**src/saltc_pkg.sv**
```systemverilog
package saltc_pkg;

    // Address split
    localparam int ADDR_BITS   = 32;
    localparam int OFFSET_BITS = 5;
    localparam int SET_BITS    = 4;
    localparam int TAG_SHIFT   = 9;
    localparam int TAG_BITS    = ADDR_BITS - TAG_SHIFT;

    // Organization
    localparam int WAYS       = 4;
    localparam int WAY_BITS   = 2;
    localparam int SETS       = 1 << SET_BITS;
    localparam int LINE_BITS  = SET_BITS + WAY_BITS;
    localparam int LINES      = 1 << LINE_BITS;
    localparam int STAMP_BITS = 32;

    typedef logic [TAG_BITS-1:0]   tag_t;
    typedef logic [STAMP_BITS-1:0] stamp_t;
    typedef logic [SET_BITS-1:0]   set_t;
    typedef logic [WAY_BITS-1:0]   way_t;
    typedef logic [LINE_BITS-1:0]  line_idx_t;
    typedef logic [ADDR_BITS-1:0]  addr_t;

    localparam way_t LAST_WAY = way_t'(WAYS - 1);

    // One line's metadata as held in the tag RAM
    typedef struct packed {
        tag_t   tag;
        logic   dirty;
        stamp_t stamp;
    } meta_t;

    localparam int META_BITS = $bits(meta_t);

    // Outcome of scanning the ways of one set
    typedef struct packed {
        logic hit;
        way_t hit_way;
        logic hit_dirty;
        logic inv;
        way_t inv_way;
        way_t min_way;
        tag_t min_tag;
        logic min_dirty;
    } scan_t;

    typedef enum logic [1:0] {
        ST_IDLE,
        ST_SCAN,
        ST_UPDATE
    } state_t;

endpackage

```
**src/saltc_way_scan.sv**
```systemverilog
module saltc_way_scan (
    input  logic              aclk,
    input  logic              aresetn,
    input  logic              clear,
    input  logic              enable,
    input  saltc_pkg::way_t   way_idx,
    input  logic              entry_valid,
    input  saltc_pkg::meta_t  entry,
    input  saltc_pkg::tag_t   req_tag,
    output saltc_pkg::scan_t  result
);

    import saltc_pkg::*;

    logic   hit_reg;
    way_t   hit_way_reg;
    logic   hit_dirty_reg;
    logic   inv_reg;
    way_t   inv_way_reg;
    way_t   min_way_reg;
    tag_t   min_tag_reg;
    logic   min_dirty_reg;
    stamp_t min_stamp_reg;

    logic match;
    logic lower;

    // Shared compare unit: tag match and stamp order for one way per cycle
    assign match = entry_valid && (entry.tag == req_tag);
    assign lower = (way_idx == '0) || (entry.stamp < min_stamp_reg);

    // Track hit and first invalid way
    always_ff @(posedge aclk) begin
        if (!aresetn || clear) begin
            hit_reg <= 1'b0;
            inv_reg <= 1'b0;
        end else if (enable) begin
            if (match && !hit_reg) begin
                hit_reg <= 1'b1;
            end
            if (!entry_valid && !inv_reg) begin
                inv_reg <= 1'b1;
            end
        end
    end

    // Hold way payloads; strict compare keeps ties on the lower way
    always_ff @(posedge aclk) begin
        if (enable) begin
            if (match && !hit_reg) begin
                hit_way_reg   <= way_idx;
                hit_dirty_reg <= entry.dirty;
            end
            if (!entry_valid && !inv_reg) begin
                inv_way_reg <= way_idx;
            end
            if (entry_valid && lower) begin
                min_stamp_reg <= entry.stamp;
                min_way_reg   <= way_idx;
                min_tag_reg   <= entry.tag;
                min_dirty_reg <= entry.dirty;
            end
        end
    end

    assign result.hit       = hit_reg;
    assign result.hit_way   = hit_way_reg;
    assign result.hit_dirty = hit_dirty_reg;
    assign result.inv       = inv_reg;
    assign result.inv_way   = inv_way_reg;
    assign result.min_way   = min_way_reg;
    assign result.min_tag   = min_tag_reg;
    assign result.min_dirty = min_dirty_reg;

endmodule

```
**config.mk**
```make
export PLATFORM = sky130hd
export DESIGN_NAME = saltc_way_scan
export DESIGN_NICKNAME = d
export VERILOG_FILES = /design/src/saltc_pkg.sv /design/src/saltc_way_scan.sv
export SDC_FILE = /design/constraint.sdc
export NUM_CORES = 1
export LEC_CHECK = 0
export ABC_AREA = 1
export BUFFER_PORTS_ARGS = -buffer_cell sky130_fd_sc_hd__buf_2
export CORE_MARGIN = 4
export CORE_UTILIZATION = 54
export CTS_CLUSTER_SIZE = 12
export DETAILED_ROUTE_END_ITERATION = 7
export GPL_ROUTABILITY_DRIVEN = 0
export PLACE_DENSITY = 0.86
export SLEW_MARGIN = 40
export SYNTH_ARGS = -nofsm -noshare
export SYNTH_HDL_FRONTEND = slang
export SYNTH_SLANG_ARGS = --single-unit
```
**constraint.sdc**
```tcl
create_clock -name aclk -period 8.68 [get_ports aclk]
set_input_delay 1.302 -clock aclk [delete_from_list [all_inputs] [get_ports aclk]]
set_output_delay 1.302 -clock aclk [all_outputs]
set_load 0.01 [all_outputs]
```
==> metrics.txt <==
final slew viol count 0; initial DRC count approximately 140; Die X 86.79 um; pwr/cell area 168.0 mW/mm2; Filler cells 455; Synth-to-Final Area Change 27.25%; first-pass GRT wire length 11.83 mm; reg2reg start min_stamp_reg[5]; slowest CP cell buf_4; H-tree depth 3; Static Leak 2.070 nW; xor/xnor share of the synthesized area 2.352%; Clk pin slew, worst setup/hold paths 0.07 ns; share of cells above drive strength 1 33.33%; Least-Margin Pin Slew 0.3775 ns; CP endpoint kind flip-flop; endpoints failing hold 0; VDD IR max 0.00008074 V; status complete, no violations; # hold bufs at CTS 0; Starting Density 56.28%; most common cell after layout, fill and taps aside buf_2; post-layout util 71.62%; CP Launch Point entry[31]; Routed WL per cell between 10 and 15 um; HP Class flip-flop to flip-flop; Crit path arrival time between 3 and 4 ns; Final Non-Filler Cells 522; Fin Clk Skew 0.009322 ns; clock sink count 65; vias in the first global route 2637; Simple-Gate Fraction of Synth Area between 15 and 20%; antenna violations before repair 0; DRC 0; Multi-input gate area 0.001161 mm2; largest net degree at the start of global routing 27; vias 2563; crit-path cells buf_2 > ha_1 > a21oi_1 > o21a_1 > nand2_1 > nor2_1 > nand2_1 > a21oi_4 > buf_8 > buf_4; PostCTS Resize Cnt 0; IO buf count between 100 and 150; mux cell area share after synthesis 0%; sequential cell area 0.001932 mm2; Setup TNS Final 0 ns; hold_sp inv_reg; adder-cell share of the synthesized area 11.57%; total wire length roughly 7.3 mm; sequential area share after synthesis 57.63%; Yosys reg bits 65; die height 86.79 um; CP max stage delay roughly 0.34 ns; Placed Cells incl. Taps between 500 and 600; relative slew slack 74.64%; DRT antenna net count 0; Setup Fix Bufs, Post-CTS 0; setup violators final 0; GRT Overall Usage 20.79%; CP Class input port to flip-flop; Mapped Nets 431; CTS Buffer Depth 2; Design Area, Final 0.004265 mm2; RSZ-0062 raised after global routing no; First-pass DRT Iterations 4; Post-Syn Instances between 300 and 400; die area 0.007532 mm2; # nets final 559; largest family of logic cells by synthesized area simple AND/OR/NAND/NOR gates; startpoint types input port; clock root buffer clkbuf_8; commonest cells after routing, fill and taps aside buf_2 (118), inv_1 (64), edfxtp_1 (63); dpl hpwl 6.050 mm; CTS Buf Count 9; Congestion Overflow GR 0; Worst EP required between 8 and 9 ns; syn_area_per_cell 10.68 um2; Vias/cell 4.910; num rows 28; worst-path maximum fanout 26; Synth Area in Compound Gates 4.666%; core area 0.005956 mm2; fin crit period 3.213 ns; Yosys cell types 23; Cell Area, Placed 0.004068 mm2; Mapped Area 0.003352 mm2; Max Freq 0.3112 GHz; ant diodes 0; crit-path most repeated cell nand2_1; yosys warns 0; max reg flops 32; Tcrit/Tclk final between 30% and 40%; Max-Cap Viols 0; Ports 119; TritonCTS clock tree done; worst-skew pair later-pin latency around 0.34 ns
-- final timing paths --
path	endpoint	slack [ns]	depth (start not counted)
hold reg to reg	inv_reg	0.50	2
setup / recovery	min_stamp_reg[18]	5.47	10
setup reg to reg	min_stamp_reg[18]	6.18	13
hold / removal	inv_reg	0.50	2
-- layer usage --
layer	vias up	routed length [um]	track usage, %
met5	-	0	0
met4	0	95	6.374
met3	10	630	6.939
met2	90	3702	36.09
met1	1161	2881	24.24
li1	1302	-	-
-- critical path: cells and delay by family --
family	cells	cell delay (ns)
AOI/OAI and AO/OA	3	0.63
adders and majority gates	1	0.30
buffers and inverters	3	0.65
and+or+nand+nor	3	0.32
-- final cells by class --
cell class	count	share of cell area, %
clock inverter	3	0.9094
tap	75	2.200
multi-input combinational	181	27.22
timing repair buffer	121	15.02
sequential	65	45.29
inverter	64	5.632
clock buffer	13	3.725
-- report_power, final --
part | total (mW) | internal [mW] | switching [mW] | leakage, nW
combinational | 0.0975 | 0.0424 | 0.0551 | 1.37
clock | 0.256 | 0.147 | 0.109 | 0.101
sequential | 0.363 | 0.360 | 0.00303 | 0.599
-- cell usage after synthesis --
cell type	n	area share, %
o21a_1	2	0.45
a21oi_1	18	2.7
nand3_1	3	0.45
inv_1	64	7.2
nor3b_1	1	0.22
o21ai_0	5	0.75
nor3_1	8	1.2
edfxtp_1	63	56
nand4_1	7	1.3
o2111ai_1	2	0.52
or2_2	7	1.3
xor2_1	8	2.1
nor3b_2	1	0.37
nor3_2	5	1.5
ha_1	31	12
xnor2_1	1	0.26
a21oi_2	1	0.26
nor2_1	27	3.0
dfxtp_1	2	1.2
nand2_1	51	5.7
or2_1	2	0.37
buf_4	4	0.90
nor4b_1	1	0.26
-- per-stage QoR --
stage | worst slack (ns) | hold WS [ns] | power [mW]
after floorplan | 3.260 | 0.4611 | 0.4208
after global placement | 4.706 | 0.4909 | 0.4597
after detailed placement | 5.120 | 0.4848 | 0.4675
after CTS | 5.459 | 0.4991 | 0.7228
after global routing | 5.323 | 0.5327 | 0.7545
final | 5.467 | 0.4966 | 0.7164
-- cell families (layout without fill, tap and decap cells) --
| kind of cell | after synthesis | count (layout) |
|---|---|---|
| flops | 65 | 65 |
| buf+inv | 68 | 201 |
| compound gates | 28 | 28 |
| fa+ha+maj | 31 | 31 |
| xor+xnor | 9 | 9 |
| simple gates | 113 | 113 |
No activity file was read; power rests on OpenSTA's default activity.
